## src/sv/mmcs_pkg.sv

```systemverilog
// Package for the min/max contrast stretch block: word types, lane control
// struct, register indexes and widths. No dependencies.
`default_nettype none

package mmcs_pkg;

  localparam int CHAN_W           = 8;
  localparam int LEVEL_W          = 8;
  localparam int MAX_LANES        = 3;
  localparam int PIXEL_BITS_DEF   = 8;
  localparam int NUM_CHANNELS_DEF = 3;
  localparam int CFG_IDX_W        = 2;
  localparam int STEP_W           = $clog2(LEVEL_W);

  localparam logic [CFG_IDX_W-1:0] REG_MIN_LEVEL = 2'd0;
  localparam logic [CFG_IDX_W-1:0] REG_TOP_LEVEL = 2'd1;

  localparam logic FUNC_MEASURE = 1'b0;
  localparam logic FUNC_MAP     = 1'b1;

  typedef struct packed {
    logic              func;
    logic              first;
    logic [CHAN_W-1:0] chan_a;
    logic [CHAN_W-1:0] chan_b;
    logic [CHAN_W-1:0] chan_c;
  } pix_t;

  typedef struct packed {
    logic [LEVEL_W-1:0] out_a;
    logic [LEVEL_W-1:0] out_b;
    logic [LEVEL_W-1:0] out_c;
  } res_t;

  // Sequencer to lanes
  typedef struct packed {
    logic meas;      // fold pixel into running min/max
    logic first;     // restart min/max with this pixel
    logic map_load;  // capture operands of a map word
    logic mul;       // form (v-lo)*(top-min)
    logic step;      // one restoring divide step
  } lane_ctl_t;

endpackage

`default_nettype wire

```

## src/sv/mmcs_lane.sv

```systemverilog
// One channel lane: running min/max, multiplier and bit-serial divider.
// Depends on mmcs_pkg.
`default_nettype none

module mmcs_lane #(
  parameter int VAL_W = mmcs_pkg::PIXEL_BITS_DEF
) (
  input  wire                               clk,
  input  wire                               rst,
  input  wire mmcs_pkg::lane_ctl_t          ctl,
  input  wire [mmcs_pkg::CHAN_W-1:0]        chan,
  input  wire [mmcs_pkg::LEVEL_W-1:0]       min_level,
  input  wire [mmcs_pkg::LEVEL_W-1:0]       top_level,
  output logic [mmcs_pkg::LEVEL_W-1:0]      result
);

  localparam int LW     = mmcs_pkg::LEVEL_W;
  localparam int PROD_W = VAL_W + LW;

  logic [VAL_W-1:0]  v;
  logic [VAL_W-1:0]  lo;
  logic [VAL_W-1:0]  hi;

  logic              special;
  logic              sat_top;
  logic [VAL_W-1:0]  dv;
  logic [VAL_W-1:0]  dd;
  logic [LW-1:0]     dl;
  logic [LW-1:0]     ml;
  logic [LW-1:0]     tl;

  logic [VAL_W-1:0]  rem;
  logic [LW-1:0]     low;
  logic [LW-1:0]     quo;

  logic [PROD_W-1:0] prod;
  logic [VAL_W:0]    trial;
  logic              fits;

  assign v     = chan[VAL_W-1:0];
  assign prod  = PROD_W'(dv) * PROD_W'(dl);
  assign trial = {rem, low[LW-1]};
  assign fits  = trial >= {1'b0, dd};

  always_ff @(posedge clk) begin
    if (rst) begin
      lo <= '1;
      hi <= '0;
    end else if (ctl.meas) begin
      if (ctl.first) begin
        lo <= v;
        hi <= v;
      end else begin
        if (v < lo) lo <= v;
        if (v > hi) hi <= v;
      end
    end
  end

  always_ff @(posedge clk) begin
    if (ctl.map_load) begin
      special <= (top_level < min_level) || (hi <= lo) || (v <= lo);
      sat_top <= v >= hi;
      dv      <= v - lo;
      dd      <= hi - lo;
      dl      <= top_level - min_level;
      ml      <= min_level;
      tl      <= top_level;
    end
    // quotient fits in LW bits, so the upper product bits start below dd
    if (ctl.mul) begin
      rem <= prod[PROD_W-1 -: VAL_W];
      low <= prod[LW-1:0];
      quo <= '0;
    end else if (ctl.step) begin
      rem <= fits ? VAL_W'(trial - {1'b0, dd}) : trial[VAL_W-1:0];
      low <= {low[LW-2:0], 1'b0};
      quo <= {quo[LW-2:0], fits};
    end
  end

  always_comb begin
    if (special)      result = ml;
    else if (sat_top) result = tl;
    else              result = quo + ml;
  end

endmodule

`default_nettype wire

```

## src/sv/mmcs_merge.sv

```systemverilog
// Merging stage: gathers lane results into the output word register.
// Depends on mmcs_pkg.
`default_nettype none

module mmcs_merge #(
  parameter int LANES = mmcs_pkg::NUM_CHANNELS_DEF
) (
  input  wire                                       clk,
  input  wire                                       rst,
  input  wire                                       load,
  input  wire [LANES-1:0][mmcs_pkg::LEVEL_W-1:0]    lane_res,
  output logic                                      free,
  output logic                                      res_valid,
  input  wire                                       res_ready,
  output mmcs_pkg::res_t                            res
);

  localparam int LW = mmcs_pkg::LEVEL_W;

  logic [mmcs_pkg::MAX_LANES-1:0][LW-1:0] full;

  // lanes beyond the channel count read as zero
  always_comb begin
    full = '0;
    for (int i = 0; i < LANES; i++) begin
      full[i] = lane_res[i];
    end
  end

  assign free = !res_valid || res_ready;

  always_ff @(posedge clk) begin
    if (rst) begin
      res_valid <= 1'b0;
    end else if (load) begin
      res_valid <= 1'b1;
    end else if (res_ready) begin
      res_valid <= 1'b0;
    end
  end

  always_ff @(posedge clk) begin
    if (load) begin
      res.out_a <= full[0];
      res.out_b <= full[1];
      res.out_c <= full[2];
    end
  end

endmodule

`default_nettype wire

```

## src/sv/minmax_contrast_stretch.sv

```systemverilog
// Top level of the per-channel min/max contrast stretch: config registers,
// sequencer, channel lanes and merging stage. Depends on mmcs_pkg,
// mmcs_lane and mmcs_merge.
//
//  channel | signals                         | role
//  --------+---------------------------------+------------------------------
//  pix     | pix_valid, pix_ready, pix       | pixel word in (measure/map)
//  res     | res_valid, res_ready, res       | stretched pixel word out
//  cfg     | cfg_valid, cfg_ready, cfg_index,| min_level / top_level write
//          | cfg_data                        |
//
// A measure word leaves the block idle. A map word runs through capture, one
// multiply, LEVEL_W (8) restoring divide steps in each lane, then the load
// of the output register.
// A map word waits in its last state while the output register is full and
// not being taken. A new pixel word is taken while a result still waits.
// Reset is synchronous; min/max restart to all ones / zero, levels to 0/255.
`default_nettype none

module minmax_contrast_stretch #(
  parameter int PIXEL_BITS   = mmcs_pkg::PIXEL_BITS_DEF,
  parameter int NUM_CHANNELS = mmcs_pkg::NUM_CHANNELS_DEF
) (
  input  wire                                clk,
  input  wire                                rst,
  input  wire                                pix_valid,
  output logic                               pix_ready,
  input  wire mmcs_pkg::pix_t                pix,
  output logic                               res_valid,
  input  wire                                res_ready,
  output mmcs_pkg::res_t                     res,
  input  wire                                cfg_valid,
  output logic                               cfg_ready,
  input  wire [mmcs_pkg::CFG_IDX_W-1:0]      cfg_index,
  input  wire [mmcs_pkg::LEVEL_W-1:0]        cfg_data
);

  localparam int LW    = mmcs_pkg::LEVEL_W;
  localparam int VAL_W = (PIXEL_BITS < mmcs_pkg::CHAN_W) ? PIXEL_BITS : mmcs_pkg::CHAN_W;
  localparam int LANES = (NUM_CHANNELS < mmcs_pkg::MAX_LANES) ? NUM_CHANNELS
                                                              : mmcs_pkg::MAX_LANES;

  typedef enum logic [3:0] {
    S_IDLE = 4'b0001,
    S_MUL  = 4'b0010,
    S_DIV  = 4'b0100,
    S_DONE = 4'b1000
  } state_t;

  state_t                         state;
  state_t                         state_next;
  logic [mmcs_pkg::STEP_W-1:0]    step_cnt;
  logic [LW-1:0]                  min_level;
  logic [LW-1:0]                  top_level;
  logic                           pix_acc;
  logic                           free;
  logic                           load;
  mmcs_pkg::lane_ctl_t            ctl;
  logic [mmcs_pkg::MAX_LANES-1:0][mmcs_pkg::CHAN_W-1:0] chan_vals;
  logic [LANES-1:0][LW-1:0]       lane_res;

  assign cfg_ready = 1'b1;

  always_ff @(posedge clk) begin
    if (rst) begin
      min_level <= '0;
      top_level <= '1;
    end else if (cfg_valid && cfg_ready) begin
      case (cfg_index)
        mmcs_pkg::REG_MIN_LEVEL: min_level <= cfg_data;
        mmcs_pkg::REG_TOP_LEVEL: top_level <= cfg_data;
        default: ;
      endcase
    end
  end

  assign pix_ready = (state == S_IDLE);
  assign pix_acc   = pix_valid && pix_ready;
  assign load      = (state == S_DONE) && free;

  always_comb begin
    ctl.meas     = pix_acc && (pix.func == mmcs_pkg::FUNC_MEASURE);
    ctl.first    = pix.first;
    ctl.map_load = pix_acc && (pix.func == mmcs_pkg::FUNC_MAP);
    ctl.mul      = (state == S_MUL);
    ctl.step     = (state == S_DIV);
  end

  always_comb begin
    state_next = state;
    case (state)
      S_IDLE: if (ctl.map_load) state_next = S_MUL;
      S_MUL:  state_next = S_DIV;
      S_DIV:  if (step_cnt == mmcs_pkg::STEP_W'(LW - 1)) state_next = S_DONE;
      S_DONE: if (free) state_next = S_IDLE;
      default: state_next = S_IDLE;
    endcase
  end

  always_ff @(posedge clk) begin
    if (rst) begin
      state    <= S_IDLE;
      step_cnt <= '0;
    end else begin
      state <= state_next;
      if (state == S_DIV) step_cnt <= step_cnt + 1'b1;
      else                step_cnt <= '0;
    end
  end

  assign chan_vals[0] = pix.chan_a;
  assign chan_vals[1] = pix.chan_b;
  assign chan_vals[2] = pix.chan_c;

  for (genvar i = 0; i < LANES; i++) begin : g_lane
    mmcs_lane #(
      .VAL_W (VAL_W)
    ) u_lane (
      .clk       (clk),
      .rst       (rst),
      .ctl       (ctl),
      .chan      (chan_vals[i]),
      .min_level (min_level),
      .top_level (top_level),
      .result    (lane_res[i])
    );
  end

  mmcs_merge #(
    .LANES (LANES)
  ) u_merge (
    .clk       (clk),
    .rst       (rst),
    .load      (load),
    .lane_res  (lane_res),
    .free      (free),
    .res_valid (res_valid),
    .res_ready (res_ready),
    .res       (res)
  );

endmodule

`default_nettype wire

```

## config.mk

```make
export PLATFORM = sky130hd
export DESIGN_NAME = minmax_contrast_stretch
export DESIGN_NICKNAME = d
export VERILOG_FILES = /design/src/sv/mmcs_pkg.sv /design/src/sv/mmcs_lane.sv /design/src/sv/mmcs_merge.sv /design/src/sv/minmax_contrast_stretch.sv
export SDC_FILE = /design/constraint.sdc
export NUM_CORES = 1
export LEC_CHECK = 0
export ABC_AREA = 1
export BUFFER_PORTS_ARGS = -buffer_cell sky130_fd_sc_hd__clkbuf_2
export CAP_MARGIN = 20
export CORE_MARGIN = 2
export CORE_UTILIZATION = 58
export DETAILED_ROUTE_END_ITERATION = 16
export HOLD_SLACK_MARGIN = 0.08
export PLACE_DENSITY = 0.78
export SYNTH_ARGS = -nofsm -noshare
export SYNTH_HDL_FRONTEND = slang
export SYNTH_SLANG_ARGS = --single-unit
```

## constraint.sdc

```tcl
create_clock -name clk -period 4.15 [get_ports clk]
set_input_delay 0.6225 -clock clk [delete_from_list [all_inputs] [get_ports clk]]
set_output_delay 0.6225 -clock clk [all_outputs]
set_load 0.03 [all_outputs]
```

* After elaboration in Yosys (flattened, before gate mapping) *
Index checks and enable logic that the tools add are counted.
Widths: inputs -> output; s select.

word-level totals
  logic and storage cells = 155
  register bits = 246
  output and inout port bits = 27
  input port bits = 41

cells by class
  multipliers = 3
  bitwise gates (word level) = 2
  multiplexer cells = 39
  equality and inequality tests = 9
  reductions and logical operators = 31
  $lt $le $gt $ge = 19
  add/subtract/negate cells = 14

operator list
  cell                 count
  $mux 8               33
  $sub 8x8->8          10
  $le 8x8->1           6
  $mul 8x8->16         3
  $lt 8x8->1           4
  $ge 9x8->1           3
  $add 8x8->8          3
  $ge 8x8->1           3
  $gt 8x8->1           3
  $pmux 4 s4           1
  $reduce_and 2->1     8
  $reduce_bool 2->1    8
  $mux 4               3
  $logic_or 1x1->1     7
  $eq 4x1->1 const B   1
  $eq 4x2->1 const B   1
  $eq 4x3->1 const B   1
  $eq 4x4->1 const B   1
  $logic_and 1x1->1    4
  $ne 2x1->1 const B   2
  $add 3x1->3 const B  1
  $eq 3x3->1 const B   1
  $reduce_and 3->1     1
  $eq 2x1->1 const B   1
  6 further kinds      8

* Logic depth before layout (Yosys ltp) *
  depth in word-level cells = 5
  depth in mapped cells = 21
  mapped depth without buffers = 20

* Hierarchy *
Synthesis repeated with hierarchy kept, for this count alone.

second synthesis, totals
  cells, all modules = 2884
  area, all modules = 23787.8 um2

modules (own cells, without submodules)
  module                         area an instance (um2)  cells each  times used  seq. area each (um2)
  mmcs_lane at g_lane[2].u_lane  7379.6                  911         1           2222.1
  mmcs_lane at g_lane[0].u_lane  7363.3                  909         1           2222.1
  mmcs_lane at g_lane[1].u_lane  7348.3                  910         1           2222.1
  minmax_contrast_stretch        933.4                   125         1           460.4
  mmcs_merge                     763.2                   29          1           740.7

* Worst setup path after synthesis *
No wires, ideal clock.

  path kind = reg2reg
  start = register state[1]
  end = register g_lane[0].u_lane.dd[0] (enable)
  cell stages (with the launch flop) = 6
  clock period less this slack = 4.620 ns
  library setup time = 0.515 ns
  arrival = 4.105 ns
  data required time = 3.635 ns
  buffers on the path = 0
  slack = -0.470 ns
  cells stage by stage = dfxtp_1 inv_1 nand2_1 nor2_4 nand2_4 nor2_1

RTL lines
  item                    RTL line                        RTL
  from (decl)             minmax_contrast_stretch.sv:50   state_t state;
  from (signal assigned)  minmax_contrast_stretch.sv:105  state <= state_next;
  to (signal assigned)    mmcs_lane.sv:65                 dd <= hi - lo;
  to (decl)               mmcs_lane.sv:27                 logic [VAL_W-1:0] dd;

==> impl_metrics.toml <==
[setup_path]
startpoint_type = "register"
cp_top_family = "adder cells"
path_class = "register to register"
path_cells = "buf_6 > buf_12 > nand2_4 > inv_2 > fa_1 > fa_1 > fa_1 > inv_2 > fa_1 > inv_2 > ha_4 > buf_6 > nand2_4 > inv_4 > nand2_4 > nand2_1 > nand2_1 > nand3_1 > nand2_1 > nand3_1 > nand2_1"
cp.arrival_ps = 4510
crit_buf_inv = 7
cp_slowest_stage_delay_ps = 580
slowest_stage = "fa_1"
crit_fanout = 8
cp.required_ps = 4490
worstSetupEndpointType = "register"
r2r_slack_ps = -20

[pwr]
ir_drop_mv = 0.331
p_comb_share_pct = 54.8
p_seq_share_pct = 22.6
p_sw_share_pct = 41.7
power_switching_mw = 5.62
p_per_area_nw_per_um2 = 559
clock_power_share_pct = 22.6
leakage_nw = 12.7
p_int_mw = 7.86

[yosys]
synthArstFlopShare_pct = 0
synth.distinct_cells = 44
netlist_instances = 2702
synth_area_sq_um = 21200
synth_seq_area_share_pct = 30.3
yosys_warnings = 0
syn_nets = 3099
yosys_most_used_dff = "edfxtp_1"
synth_area_per_cell_sq_um = 7.85
ys_ff_latch = 246
synth-edff-count = 150

[global_routing]
grt_remaining_overflow = 0
grt_max_degree = 79
antenna_found_initial = 1
grt_pass1_vias = 17600
grt_pass1_wl_um = 85300
grtUsageTotal_pct = 27.4

[clock_tree]
cts_max_level = 1
numCtsBuffers = 29
cts.sinks = 246
clk_pin_slew_ps = 60
cts_tree = "yes"
cts_max_path_buffers = 3
cts_root_buffer = "clkbuf_16"
worstSkewPairLatency_ps = 590

[run_status]
status = "complete, but fails checks"
violations = "setup timing"

[timing]
worstMarginPinSlew_ps = 1080
hold_ws_ps = 281
finalHoldViolCount = 0
fmax_mhz = 240
grt_setup_unrepaired = "true"
fin_ws_ps = -18.5
min_period_ps = 4170
finalCritPeriodShare_pct = 100
setup_viol = 2
skew_ps = 10.4
drv_slew = 0
maxSlewHeadroom_pct = 27.9

[routing]
drc_errors = 0
vias = 18000
dr.pass1.iters = 5
drt-vias-per-instance = 5.47
drt_iter0_markers = 1291
drt-total-wl_um = 51900
ant_nets = 0
routedWlPerCell_um = 15.8

[layout]
finish.instance_area_sq_um = 24100
final_layout_size_suffix_gt1_share_pct = 11.8
areaGrowthSynthToFinish_pct = 13.7
fin_nets = 3200
antenna_cells = 0

[flow_run]
maxCapViolations = 0

[die]
fp.dieH_um = 195
start_util_pct = 58.4
die_w_um = 195
pin_count = 68
dieArea_sq_um = 38100
num_rows = 70
coreArea_sq_um = 36300

[place]
gp_congestion = 0.936
placed_area_sq_um = 22400
detailed_place_hpwl_um = 39800
port_buffers = 66

[hold_path]
holdCritPathClass = "primary input to register"
layer usage:
layer / up-vias / GRT usage, % / routed length [um]
met5: - / 0 / 0
met4: 0 / 8.99 / 1560
met3: 110 / 3.42 / 3630
met2: 652 / 45.8 / 24200
met1: 8482 / 37.1 / 22500
li1: 8780 / - / -
timing repair:
action	4_1_cts	5_1_grt
pin swaps	4	23
gates resized for setup	21	112
setup buffers	2	10
hold buffers	0	0
setup endpoints to repair	15	28
synthesized netlist by cell type (all sizes together) (19+ instances only):
master	instances	area share (%)
a21oi	150	3.6
buf	24	0.66
clkbuf	58	1.1
dfxtp	96	9.1
edfxtp	150	21
fa	121	11
ha	235	14
inv	582	10
nand2	676	12
nand3	153	3.6
nand3b	23	0.81
nand4	33	0.97
nor2	123	2.3
o211ai	41	1.5
o21ai	85	2.0
o22ai	19	0.56
xnor2	32	1.3
xor2	45	1.9
placed cells by master, fill, tap and decap left out, drive strengths merged, types with 32 or more instances in the layout:
cell and n:
nor2 123, nand3 153, o211ai 41, fa 121, nand4 33, a21oi 150
nand2 676, o21ai 85, xor2 45, buf 86, clkbuf 104, xnor2 32
ha 235, edfxtp 150, inv 586, dfxtp 96
flip-flops by register name, indices dropped and copies added, names as in the netlist:
name,cells
g_lane.u_lane.quo,24
step_cnt,3
g_lane.u_lane.lo,24
g_lane.u_lane.ml,8
g_lane.u_lane.rem,24
g_lane.u_lane.low,24
g_lane.u_lane.dl,8
u_merge.res_valid,1
top_level,8
g_lane.u_lane.dd,24
g_lane.u_lane.hi,24
g_lane.u_lane.dv,24
g_lane.u_lane.special,3
g_lane.u_lane.tl,8
state,4
g_lane.u_lane.sat_top,3
u_merge.res,24
min_level,8
power groups by stage:
stage	sequential (mW)	combinational [mW]	clock, mW
floorplan	3.00	4.43	0
global placement	3.08	5.85	0
detailed placement	3.09	5.97	0
CTS	3.04	6.31	3.08
global route	3.07	8.27	3.17
finish	3.04	7.38	3.05
kinds of logic after synthesis:
logic type / share of synthesized area (%)
compound gates: 9.02
xor+xnor: 3.18
simple gates: 20.1
other cells: 0.0177
buf+inv: 12.1
fa+ha+maj: 25.3
flops: 30.3
final cells by class:
type,instances,area (sq um)
Multi-Input combinational cell,1790,12700
Timing Repair Buffer,152,1080
Clock buffer,38,810
Sequential cell,246,6430
Fill cell,2919,12200
Tap cell,468,586
Clock inverter,16,328
Inverter,584,2190
stage by stage:
stage               setup WS, ps  utilization [%]  power, mW  TNS [ps]  std cells
floorplan                   23.6                -       7.44         0       2702
global placement           -45.8             61.6       8.93     -45.8       3226
detailed placement         -84.6             61.6       9.06      -487       3226
CTS                        -13.7             65.1       12.4     -24.5       3282
global route                -182             66.4       14.5     -2110       3294
finish                     -18.5             66.4       13.5     -35.5       3294
path summary, 6_finish.rpt:
check	end	start	cells past startpoint
max	g_lane[2].u_lane.rem[7]	g_lane[1].u_lane.dl[7]	21
min	state[2]	rst	2
max reg2reg	g_lane[2].u_lane.rem[7]	g_lane[1].u_lane.dl[7]	21
min reg2reg	g_lane[1].u_lane.ml[2]	min_level[2]	0
(Power assumes the default switching activity.)
